## src/dia_pkg.sv

```systemverilog
// Shared types and constants for the descriptor index allocator.
// No dependencies; every other file imports this package.
`default_nettype none
package dia_pkg;

	localparam int SLOT_W     = 12;
	localparam int HEAP_DEPTH = 1 << SLOT_W;
	localparam int CNT_W      = SLOT_W + 1;
	localparam int CAP_W      = 13;
	localparam int STRIDE_W   = 16;
	localparam int HANDLE_W   = 64;
	localparam int PROD_W     = STRIDE_W + SLOT_W;
	localparam int CMD_W      = 2;
	localparam int STATUS_W   = 2;
	localparam int CFG_IDX_W  = 3;
	localparam int CFG_DATA_W = 64;

	localparam logic [CMD_W-1:0] CMD_ALLOC  = 2'd0;
	localparam logic [CMD_W-1:0] CMD_FREE   = 2'd1;
	localparam logic [CMD_W-1:0] CMD_LOOKUP = 2'd2;

	localparam logic [STATUS_W-1:0] STATUS_OK        = 2'd0;
	localparam logic [STATUS_W-1:0] STATUS_FULL      = 2'd1;
	localparam logic [STATUS_W-1:0] STATUS_RANGE     = 2'd2;
	localparam logic [STATUS_W-1:0] STATUS_NOT_ALLOC = 2'd3;

	localparam logic [CFG_IDX_W-1:0] REG_CAPACITY = 3'd0;
	localparam logic [CFG_IDX_W-1:0] REG_STRIDE   = 3'd1;
	localparam logic [CFG_IDX_W-1:0] REG_CPU_BASE = 3'd2;
	localparam logic [CFG_IDX_W-1:0] REG_GPU_BASE = 3'd3;
	localparam logic [CFG_IDX_W-1:0] REG_VISIBLE  = 3'd4;

	typedef struct packed {
		logic              en;
		logic [SLOT_W-1:0] addr;
		logic              data;
	} map_wr_t;

	typedef struct packed {
		logic              en;
		logic [SLOT_W-1:0] addr;
		logic [SLOT_W-1:0] data;
	} stk_wr_t;

	typedef struct packed {
		logic [SLOT_W-1:0]   slot;
		logic                with_h;
		logic [STATUS_W-1:0] status;
		logic [PROD_W-1:0]   prod;
	} hg_req_t;

	typedef struct packed {
		logic [HANDLE_W-1:0] cpu_base;
		logic [HANDLE_W-1:0] gpu_base;
		logic                visible;
	} hcfg_t;

endpackage
`default_nettype wire

```

## src/dia_if.sv

```systemverilog
// Request and response channel interfaces for the allocator.
// Depends on dia_pkg.
`default_nettype none


interface dia_rsp_if import dia_pkg::*; ();
	logic                valid;
	logic                ready;
	logic [SLOT_W-1:0]   slot_out;
	logic [HANDLE_W-1:0] cpu_handle;
	logic [HANDLE_W-1:0] gpu_handle;
	logic                gpu_valid;
	logic [STATUS_W-1:0] status;
	modport source (output valid, output slot_out, output cpu_handle, output gpu_handle,
		output gpu_valid, output status, input ready);
	modport sink (input valid, input slot_out, input cpu_handle, input gpu_handle,
		input gpu_valid, input status, output ready);
endinterface
`default_nettype wire

```

## src/dia_hgen.sv

```systemverilog
// Handle adder and response register: base plus stride product, 64-bit wrap.
// Depends on dia_pkg and dia_if.
`default_nettype none
module dia_hgen import dia_pkg::*; (
	input  wire logic    clk,
	input  wire logic    arst_n,
	input  wire logic    load,
	input  wire hg_req_t hg,
	input  wire hcfg_t   cfg,
	output logic         space,
	dia_rsp_if.source    rsp
);

	logic [HANDLE_W-1:0] off;
	logic                valid_q;

	assign off   = {{(HANDLE_W-PROD_W){1'b0}}, hg.prod};
	assign space = ~valid_q | rsp.ready;
	assign rsp.valid = valid_q;

	always_ff @(posedge clk or negedge arst_n) begin
		if (!arst_n) begin
			valid_q <= 1'b0;
		end else if (space) begin
			valid_q <= load;
		end
	end

	always_ff @(posedge clk) begin
		if (space && load) begin
			rsp.slot_out   <= hg.slot;
			rsp.cpu_handle <= hg.with_h ? cfg.cpu_base + off : '0;
			rsp.gpu_handle <= (hg.with_h && cfg.visible) ? cfg.gpu_base + off : '0;
			rsp.gpu_valid  <= cfg.visible;
			rsp.status     <= hg.status;
		end
	end

endmodule
`default_nettype wire

```

## src/flat_wrapper.sv

```systemverilog
// flat-port wrapper written by rule: the top's interface ports become plain ports
module dia_hgen_flat import dia_pkg::*;
  (clk, arst_n, load, hg, cfg, space, rsp_valid, rsp_slot_out, rsp_cpu_handle, rsp_gpu_handle, rsp_gpu_valid, rsp_status, rsp_ready);
  dia_rsp_if rsp_i ();
  input  wire logic clk;
  input  wire logic arst_n;
  input  wire logic load;
  input  wire hg_req_t hg;
  input  wire hcfg_t cfg;
  output logic space;
  output wire logic [$bits(rsp_i.valid)-1:0] rsp_valid;
  output wire logic [$bits(rsp_i.slot_out)-1:0] rsp_slot_out;
  output wire logic [$bits(rsp_i.cpu_handle)-1:0] rsp_cpu_handle;
  output wire logic [$bits(rsp_i.gpu_handle)-1:0] rsp_gpu_handle;
  output wire logic [$bits(rsp_i.gpu_valid)-1:0] rsp_gpu_valid;
  output wire logic [$bits(rsp_i.status)-1:0] rsp_status;
  input wire logic [$bits(rsp_i.ready)-1:0] rsp_ready;
  assign rsp_valid = rsp_i.valid;
  assign rsp_slot_out = rsp_i.slot_out;
  assign rsp_cpu_handle = rsp_i.cpu_handle;
  assign rsp_gpu_handle = rsp_i.gpu_handle;
  assign rsp_gpu_valid = rsp_i.gpu_valid;
  assign rsp_status = rsp_i.status;
  assign rsp_i.ready = rsp_ready;
  dia_hgen u_core (.clk(clk), .arst_n(arst_n), .load(load), .hg(hg), .cfg(cfg), .space(space), .rsp(rsp_i));
endmodule
```

## config.mk

```make
export PLATFORM = sky130hd
export DESIGN_NAME = dia_hgen_flat
export DESIGN_NICKNAME = d
export VERILOG_FILES = /design/src/dia_pkg.sv /design/src/dia_if.sv /design/src/dia_hgen.sv /design/src/flat_wrapper.sv
export SDC_FILE = /design/constraint.sdc
export NUM_CORES = 1
export LEC_CHECK = 0
export ABC_AREA = 1
export BUFFER_PORTS_ARGS = -buffer_cell sky130_fd_sc_hd__buf_2
export CAP_MARGIN = 20
export CELL_PAD_IN_SITES_DETAIL_PLACEMENT = 0
export CELL_PAD_IN_SITES_GLOBAL_PLACEMENT = 2
export CORE_UTILIZATION = 31
export CTS_BUF_LIST = sky130_fd_sc_hd__clkbuf_4
export DETAILED_ROUTE_END_ITERATION = 10
export GPL_TIMING_DRIVEN = 0
export PLACE_DENSITY_LB_ADDON = 0.1
export SYNTH_ARGS = -nofsm -noshare
export SYNTH_HDL_FRONTEND = slang
export SYNTH_SLANG_ARGS = --single-unit
```

## constraint.sdc

```tcl
create_clock -name clk -period 14.01 [get_ports clk]
set_input_delay 2.802 -clock clk [delete_from_list [all_inputs] [get_ports clk]]
set_output_delay 2.802 -clock clk [all_outputs]
set_load 0.01 [all_outputs]
```

Word level (Yosys, flattened, before mapping). Index checks and enable logic that the tools add are counted.

Output and inout port bits: 145. Bits in registers: 144. Bits of input ports: 176. Logic and storage cells: 12.

Bitwise operators: 2. Reduce and logical (&&, ||, !) cells: 2. $add $sub $neg: 2.

Operators with widths (number): $add A64 B28 Y64 (2); $logic_and A1 B1 Y1 (2); $not A1 Y1 (1); $or A1 B1 Y1 (1).

Longest topological paths before layout. Gate-level depths: netlist of the first run.

Depth in word-level cells: 3. Mapped depth: 15. Gate-level depth less buffers: 15.

Worst setup path before layout of the first run. No wires, ideal clock.

Path kind: input -> register. From: input load. To: register u_core.rsp.cpu_handle[0], enable pin. Stages: 2. Buffers on the path: 0. Data required time: 13.317 ns. Library setup time: 0.693 ns. Path slack: 3.594 ns. Arrival: 9.723 ns. Path through: inv_1 -> a21oi_1.

Word-level cells in the longest chain between the ends: 1.

RTL lines: start, declared (RTL line flat_wrapper.sv:7) `input wire logic load;`; $logic_and A1 B1 Y1 (RTL line dia_hgen.sv:30) `if (space && load) begin`; end signal, assigned (RTL line dia_hgen.sv:32) `rsp.cpu_handle <= hg.with_h ? cfg.cpu_base + off : '0;`; end, declared (RTL line dia_if.sv:14) `modport source (output valid, output slot_out, output cpu_handle, output gpu_handle,`.

No other way between the ends. A chain may end at the register's enable or synchronous reset.

Final worst setup path of the first run.
From: input rsp_ready. To: output space.

Word-level cells in the longest chain between the ends: 1.

RTL lines: start, declared (RTL line flat_wrapper.sv:17) `input wire logic [$bits(rsp_i.ready)-1:0] rsp_ready;`; $or A1 B1 Y1 (RTL line dia_hgen.sv:18) `assign space = ~valid_q | rsp.ready;`; end, declared (RTL line flat_wrapper.sv:10) `output logic space;`.

No other way between the ends.

==> results of run 1 <==
layout by cell type, fill, tap and decap left out, drive strengths merged:
master / Yosys / routed
nand2: 672 / 672
inv: 340 / 342
buf: 6 / 330
nor2: 250 / 250
edfxtp: 143 / 143
a21oi: 143 / 143
nand3: 142 / 142
ha: 56 / 56
o21ai: 55 / 55
nor3: 41 / 41
nand4: 25 / 25
clkbuf: 6 / 24
clkinv: 2 / 10
o21a: 7 / 7
nand3b: 6 / 6
and2: 5 / 5
o21bai: 5 / 5
bufinv: 0 / 4
a21boi: 3 / 3
nor4: 3 / 3
diode: 0 / 2
xnor2: 2 / 2
fa: 2 / 2
and3: 1 / 1
nor3b: 1 / 1
or2: 1 / 1
dfrtp: 1 / 1
per-layer routing:
layer  vias to the layer above  track usage  wire [um]
li1                       6812            -          -
met1                      5972       0.3304      23890
met2                       291       0.4483      25140
met3                        43      0.02681       1756
met4                         0      0.07922       1163
met5                         -            0          0
state kept, by name, summed over array words and instances, names as in the netlist:
name,cells
u_core.rsp.cpu_handle,64
u_core.rsp.gpu_handle,64
u_core.rsp.slot_out,12
u_core.rsp.status,2
u_core.rsp.gpu_valid,1
u_core.rsp.valid,1
worst max-delay path, delay by kind of cell:
kind | cells | cell delay [ns]
buf+inv | 3 | 0.34
simple gates | 1 | 0.09
power breakdown:
part | total [mW] | internal [mW] | switching (mW) | leakage [nW]
registers | 0.514 | 0.507 | 0.00736 | 1.42
logic | 0.359 | 0.111 | 0.247 | 6.24
clock network | 0.324 | 0.144 | 0.181 | 0.178
final cells by class:
class | count | area, um2
fill | 4436 | 24540
multi-input combinational | 1420 | 6849
sequential | 144 | 4319
timing repair buffer | 324 | 1697
inverter | 342 | 1284
tap | 525 | 656.9
clock inverter | 14 | 187.7
clock buffer | 18 | 135.1
buffer | 12 | 58.81
antenna | 2 | 5.005
metrics by stage:
step,instances,instance area (um2)
finish,2801,15190
floorplan,1918,12500
global route,2801,15190
global placement,2762,14750
CTS,2799,15190
detailed placement,2767,14860
logic make-up (layout without fill, tap and decap cells):
group / after synthesis / after routing / synth area share
and+or+nand+nor: 1147 / 1147 / 0.3969
DFF: 144 / 144 / 0.3455
xor gates and xnor gates: 2 / 2 / 0.001402
other: 0 / 2 / 0
buffers and inverters: 354 / 710 / 0.1074
adders and majority gates: 58 / 58 / 0.05926
AOI/OAI and AO/OA: 213 / 213 / 0.08949
worst min-delay path by stage:
| stage | cells past startpoint | slack [ns] | endpoint | from |
|---|---|---|---|---|
| after floorplan | 2 | 0.61 | u_core.rsp.valid$_DFFE_PN0N_ | u_core.rsp.valid$_DFFE_PN0N_ |
| after global placement | 2 | 0.49 | u_core.rsp.valid$_DFFE_PN0N_ | u_core.rsp.valid$_DFFE_PN0N_ |
| after detailed placement | 2 | 0.57 | u_core.rsp.valid$_DFFE_PN0N_ | u_core.rsp.valid$_DFFE_PN0N_ |
| after CTS | 2 | 0.60 | u_core.rsp.valid$_DFFE_PN0N_ | u_core.rsp.valid$_DFFE_PN0N_ |
| after global routing | 2 | 0.65 | u_core.rsp.valid$_DFFE_PN0N_ | u_core.rsp.valid$_DFFE_PN0N_ |
| final | 2 | 0.63 | u_core.rsp.valid$_DFFE_PN0N_ | u_core.rsp.valid$_DFFE_PN0N_ |
==> metrics.sh, run 1 <==
OUTCOME='completed'
STARTPOINT='rsp_ready'
POWER-PER-CELL-AREA_mW_PER_MM2=78.80
WORSTPATHMAXFANOUT=2
GPL.FINAL_WEIGHTED_CONGESTION=0.8861
CRIT_CHAIN='buf_2, inv_1, nand2_1, buf_2'
LAYOUT_CELL_SHARE_WITH_DRIVE_STRENGTH_BEYOND_1=0.2014
DRT_ITER0_MARKERS=721
GRT_MAX_DEGREE=34
WORST_PATH_LARGEST_CELL_DELAY_NS=0.15
CORE-AREA_MM2=0.03973
FINALSETUPVIOLCOUNT=0
CTS_TREE='built'
HOLD_VIOL_FINAL=0
HOLD_PATH_CLASS='reg2reg'
CRIT_PATH_START_KIND='primary input'
SYNTH_TOP_CELL_BY_AREA='sky130_fd_sc_hd__edfxtp_1'
IO_BUFFERS=319
YS_WARN_COUNT=0
TIMING.CRITICAL_PATH.TO_TYPE='primary output'
LAYOUT.NETS=2495
CRIT_PATH_CLASS='in2out'
GRT_PASS1_VIAS=13090
START_UTIL=0.3146
RRSETUPSLACK_NS=12.19
SYNTH.AREA.TOP_CELLS='sky130_fd_sc_hd__edfxtp_1 (34%), sky130_fd_sc_hd__nand2_1 (20%), sky130_fd_sc_hd__inv_1 (9.8%)'
GRT_ANTENNA_BEFORE_REPAIR=1
FINAL.SETUP_SKEW_NS=0.02135
GR-TOTAL-OVERFLOW=0
PROPORTION_OF_SYNTHESIZED_CHIP_AREA_IN_SEQUENTIAL_CELLS=0.3455
CTS_SETUP_BUFFERS=0
CRITPATHCAPTURE='space'
GRT_FIRST_PASS_WIRELENGTH_UM=77230
TIMING.REG2REG.WORST_PATH_DEPTH=4
TOTAL_COUNT_OF_MAX_TRANSITION_VIOLATIONS_IN_THE_FINAL_REPORT=0
CRIT_PATH_FREQUENT_CELL='sky130_fd_sc_hd__buf_2'
ROUTED_WL_UM=51960
SYNTH_NETS=2152
CTS_MAX_LEVEL=4
CLOCK_LATENCY_NS=0.65
IO_PINS=321
FINAL_CRITICAL_PATH_SETUP_SLACK_NS=7.980
FMAX_MHz=165.8
CLK_TRANSITION_REPORTED_PATHS_NS=0.13
AREA.GROWTH.SYNTH_TO_FINAL_PCT=21.54
OVERALL_DIE_AREA_MM2=0.04113
POST_CTS_RESIZE_COUNT=0
WORST_R2R_ENDPOINT='u_core.rsp.gpu_handle[13]$_SDFFCE_PN0P_'
SYNTH.CELL_AREA_MM2=0.01250
WORST-SLEW-PIN-TRANSITION_NS=0.8594
SYNTHESIZED_FLOP_AND_LATCH_TOTAL=144
FINALCRITICALPERIOD_NS=6.030
WORSTREG2REGSTART='u_core.rsp.valid$_DFFE_PN0N_'
TOTALPOWERFINAL_mW=1.197
PLACEMENT.SETUP.WORST_SLACK_NS=7.994
YS_TOP_CELLS_BY_COUNT='sky130_fd_sc_hd__nand2_1 (653), sky130_fd_sc_hd__inv_1 (326), sky130_fd_sc_hd__nor2_1 (222)'
AVGSYNTHCELLAREA_UM2=6.517
CLOCK_TREE.BUFFER_DEPTH=2
HOLDBUFCOUNTCTS=0
YOSYSMOSTFREQUENTCELL='sky130_fd_sc_hd__nand2_1'
CAP_VIOL_MAX_COUNT=0
SITE_ROW_COUNT=73
WORST_ENDPOINT_DATA_ARRIVAL_TIME_NS=3.23
REMAINING_DRC_ERRORS=0
DR.PASS1.ITERS=5
LAYOUT.CORE_UTILIZATION=0.3824
POSTSYNTH.TOPFLOPCELL='sky130_fd_sc_hd__edfxtp_1'
POWER.LEAKAGE_nW=7.838
ASYNC_SET_OR_RESET_FLOP_FRACTION_IN_THE_SYNTHESIZED_NETLIST=0.006944
CTS-BUFFERS-INSERTED=17
WL_PER_CELL_UM=18.55
SYNTH.DISTINCT_CELLS=38
VDD_IR_DROP_MAX_mV=0.04918
HOLD_WS_NS=0.6275
CP_DATA_REQUIRED_TIME_NS=11.21
CTS.SINKS=144
WORST_SLEW_MARGIN_REL=0.4257
GRT_USE_TOTAL=0.2564
NUM_VIAS=13120
VIASPERCELL=4.683
DIE_W_UM=202.8
RSZ_0062_RAISED_AFTER_GLOBAL_ROUTING='false'
FIN_CRIT_SH=0.4304
NETLIST.AREA_LEADER.SHARE=0.3435
SYNTH-EDFF-COUNT=143
CTSROOTBUFFERMASTER='sky130_fd_sc_hd__clkbuf_4'
RESIDUAL_ANTENNA_VIOLATING_NET_COUNT_AFTER_DETAILED_ROUTING=0
PLACE.DETAILED.HPWL_UM=44550
CP_SLOWEST_CELL='sky130_fd_sc_hd__buf_2'
DIE_H_UM=202.8
SETUP-TNS-FINAL_NS=0
SYN_INST=1918
No activity file was read; power rests on OpenSTA's default activity.
==> run 2, diff against run 1 <==
--- a/config.mk
+++ b/config.mk
@@ -10,7 +10,7 @@
 export CAP_MARGIN = 20
 export CELL_PAD_IN_SITES_DETAIL_PLACEMENT = 0
 export CELL_PAD_IN_SITES_GLOBAL_PLACEMENT = 2
-export CORE_UTILIZATION = 31
+export CORE_UTILIZATION = 29
 export CTS_BUF_LIST = sky130_fd_sc_hd__clkbuf_4
 export DETAILED_ROUTE_END_ITERATION = 10
 export GPL_TIMING_DRIVEN = 0
==> constraint.sdc (replaced) <==
create_clock -name clk -period 6.25 [get_ports clk]
set_input_delay 1.25 -clock clk [delete_from_list [all_inputs] [get_ports clk]]
set_output_delay 1.25 -clock clk [all_outputs]
set_load 0.01 [all_outputs]
==> metrics.sh, run 2 (same netlist as run 1, synthesis figures left out) <==
OUTCOME='completed'
VIASPERCELL=4.649
WORST_SLEW_MARGIN_REL=0.4161
GRT_ANTENNA_BEFORE_REPAIR=2
GRT_PASS1_VIAS=12930
GLOBALROUTEMET3UTIL=0.03980
CTS_SETUP_BUFFERS=0
GLOBAL_ROUTE.USAGE.MET2=0.4139
FINAL-SEQ-AREA_MM2=0.004319
FINAL_COMMON_CELL='sky130_fd_sc_hd__nand2_1'
FILL_CELLS=4763
RSZ_0062_RAISED_AFTER_GLOBAL_ROUTING='false'
GRT_USE_TOTAL=0.2441
PLACE.DETAILED.HPWL_UM=45150
GRT-BUSIEST-LAYER='met2'
FMAX_MHz=316.3
CLK_TRANSITION_REPORTED_PATHS_NS=0.15
GLOBAL_ROUTE.USAGE.MET1=0.3038
START_UTIL=0.2960
CTSROOTBUFFERMASTER='sky130_fd_sc_hd__clkbuf_4'
HOLD_VIOL_FINAL=0
CP_DATA_REQUIRED_TIME_NS=6.74
TOTAL_SWITCHING_POWER_mW=1.010
GRT_MAX_DEGREE=33
WORSTPATHMAXFANOUT=10
PWR-SHARE-COMB=0.309
POWER.SEQUENTIAL.FRACTION=0.444
REMAINING_DRC_ERRORS=0
HOLD_PATH_CLASS='in2async'
IO_PINS=321
REG.LARGEST.LIST='u_core.rsp.cpu_handle: 64 flops, u_core.rsp.gpu_handle: 64 flops, u_core.rsp.slot_out: 12 flops'
DIE_W_UM=209.6
WL_PER_CELL_UM=18.61
CTS_TREE='built'
DR.PASS1.ITERS=5
CRIT_PATH_START_KIND='primary input'
ROUTED_WL_UM=52380
POWER-PER-CELL-AREA_mW_PER_MM2=171.3
DIE_H_UM=209.6
POWER.LEAKAGE_nW=7.791
CAP_VIOL_MAX_COUNT=0
RESIDUAL_ANTENNA_VIOLATING_NET_COUNT_AFTER_DETAILED_ROUTING=0
FINAL_CELL_MIX='sky130_fd_sc_hd__nand2_1 (653), sky130_fd_sc_hd__inv_1 (326), sky130_fd_sc_hd__buf_2 (324), sky130_fd_sc_hd__nor2_1 (222), sky130_fd_sc_hd__edfxtp_1 (143)'
GRT_FIRST_PASS_WIRELENGTH_UM=77100
GPL.FINAL_WEIGHTED_CONGESTION=0.9036
CRIT_PATH_CLASS='in2reg'
GR-TOTAL-OVERFLOW=0
MULTI_INPUT_AREA_MM2=0.006849
POST_CTS_RESIZE_COUNT=0
HOLDBUFCOUNTCTS=0
CTS_MAX_LEVEL=4
VDD_IR_DROP_MAX_mV=0.1244
FINALCRITICALPERIOD_NS=3.162
FINALSETUPVIOLCOUNT=0
CLOCK_LATENCY_NS=0.73
FINAL_CRITICAL_PATH_SETUP_SLACK_NS=3.088
TOTAL_COUNT_OF_MAX_TRANSITION_VIOLATIONS_IN_THE_FINAL_REPORT=0
CTS-BUFFERS-INSERTED=17
P_INT_mW=1.586
FINAL.SETUP_SKEW_NS=0.03000
DRT_ITER0_MARKERS=698
WORST_ENDPOINT_DATA_ARRIVAL_TIME_NS=3.65
IO_BUFFERS=319
SWITCHING_SHARE=0.3891
AREA.GROWTH.SYNTH_TO_FINAL_PCT=21.19
PLACEMENT.SETUP.WORST_SLACK_NS=2.369
LAYOUT.CORE_UTILIZATION=0.3587
WORST-SLEW-PIN-TRANSITION_NS=0.8738
LAYOUT_CELL_SHARE_WITH_DRIVE_STRENGTH_BEYOND_1=0.2010
OVERALL_DIE_AREA_MM2=0.04394
SITE_ROW_COUNT=75
CORE-AREA_MM2=0.04223
CTS.SINKS=144
LAYOUT.NETS=2495
FIN_CRIT_SH=0.5059
TIMING.CRITICAL_PATH.TO_TYPE='flop'
NUM_VIAS=13090
CLOCK_TREE.BUFFER_DEPTH=2
RELATIVE_CONTRIBUTION_OF_THE_CLOCK_NETWORK_TO_TOTAL_POWER=0.247
==> run 2: area by class of cell <==
| type | instances | area share |
|---|---|---|
| repair buffers | 324 | 0.1120 |
| clock buffers | 17 | 0.008425 |
| flip-flops and latches | 144 | 0.2851 |
| diodes | 2 | 0.0003304 |
| well taps | 539 | 0.04452 |
| plain buffers | 12 | 0.003882 |
| inverters | 342 | 0.08474 |
| multi-input cells | 1420 | 0.4521 |
| clock inverters | 15 | 0.008838 |
==> run 2: worst max-delay path, cell delays in order <==
cell	delay, ns
sky130_fd_sc_hd__buf_2	0.26
sky130_fd_sc_hd__nand2_1	0.58
sky130_fd_sc_hd__clkinv_1	0.51
sky130_fd_sc_hd__clkbuf_1	0.49
sky130_fd_sc_hd__o21ai_0	0.17
sky130_fd_sc_hd__a21oi_1	0.36
==> run 2: layer usage <==
metal  up-vias  wire length [um]
met3        77              1766
met4         0              2017
met2       283             24920
met5         -                 0
met1      5924             23680
li1       6804                 -
==> run 2: worst paths after layout <==
check | endpoint | slack, ns | cells past startpoint | start
max in group asynchronous | u_core.rsp.valid$_DFFE_PN0N_ | 5.91 | 1 | arst_n
max reg2reg | u_core.rsp.gpu_handle[13]$_SDFFCE_PN0P_ | 4.58 | 3 | u_core.rsp.valid$_DFFE_PN0N_
min in group clk | u_core.rsp.valid$_DFFE_PN0N_ | 0.61 | 2 | u_core.rsp.valid$_DFFE_PN0N_
min | u_core.rsp.valid$_DFFE_PN0N_ | 0.26 | 1 | arst_n
max | u_core.rsp.gpu_handle[20]$_SDFFCE_PN0P_ | 3.09 | 6 | hg[30]
min reg2reg | u_core.rsp.valid$_DFFE_PN0N_ | 0.61 | 2 | u_core.rsp.valid$_DFFE_PN0N_
==> run 2: through the flow <==
stage	total power [mW]	hold slack [ns]	instance area, um2	TNS [ns]	instances
detailed placement	1.983	0.5713	14880	0	2781
CTS	2.642	0.1261	15140	0	2813
global route	2.760	0.1618	15150	0	2815
floorplan	1.637	0.6314	12500	0	1918
global placement	1.986	0.5130	14770	-242.41	2776
finish	2.596	0.2579	15150	0	2815
==> run 2: power groups by stage <==
| stage | clock, mW | combinational, mW | sequential [mW] |
|---|---|---|---|
| 2_1_floorplan | 0 | 0.422 | 1.21 |
| 3_3_place_gp | 0 | 0.799 | 1.19 |
| 3_5_place_dp | 0 | 0.808 | 1.18 |
| 4_1_cts | 0.676 | 0.812 | 1.15 |
| 5_1_grt | 0.702 | 0.900 | 1.16 |
| 6_report | 0.640 | 0.802 | 1.15 |
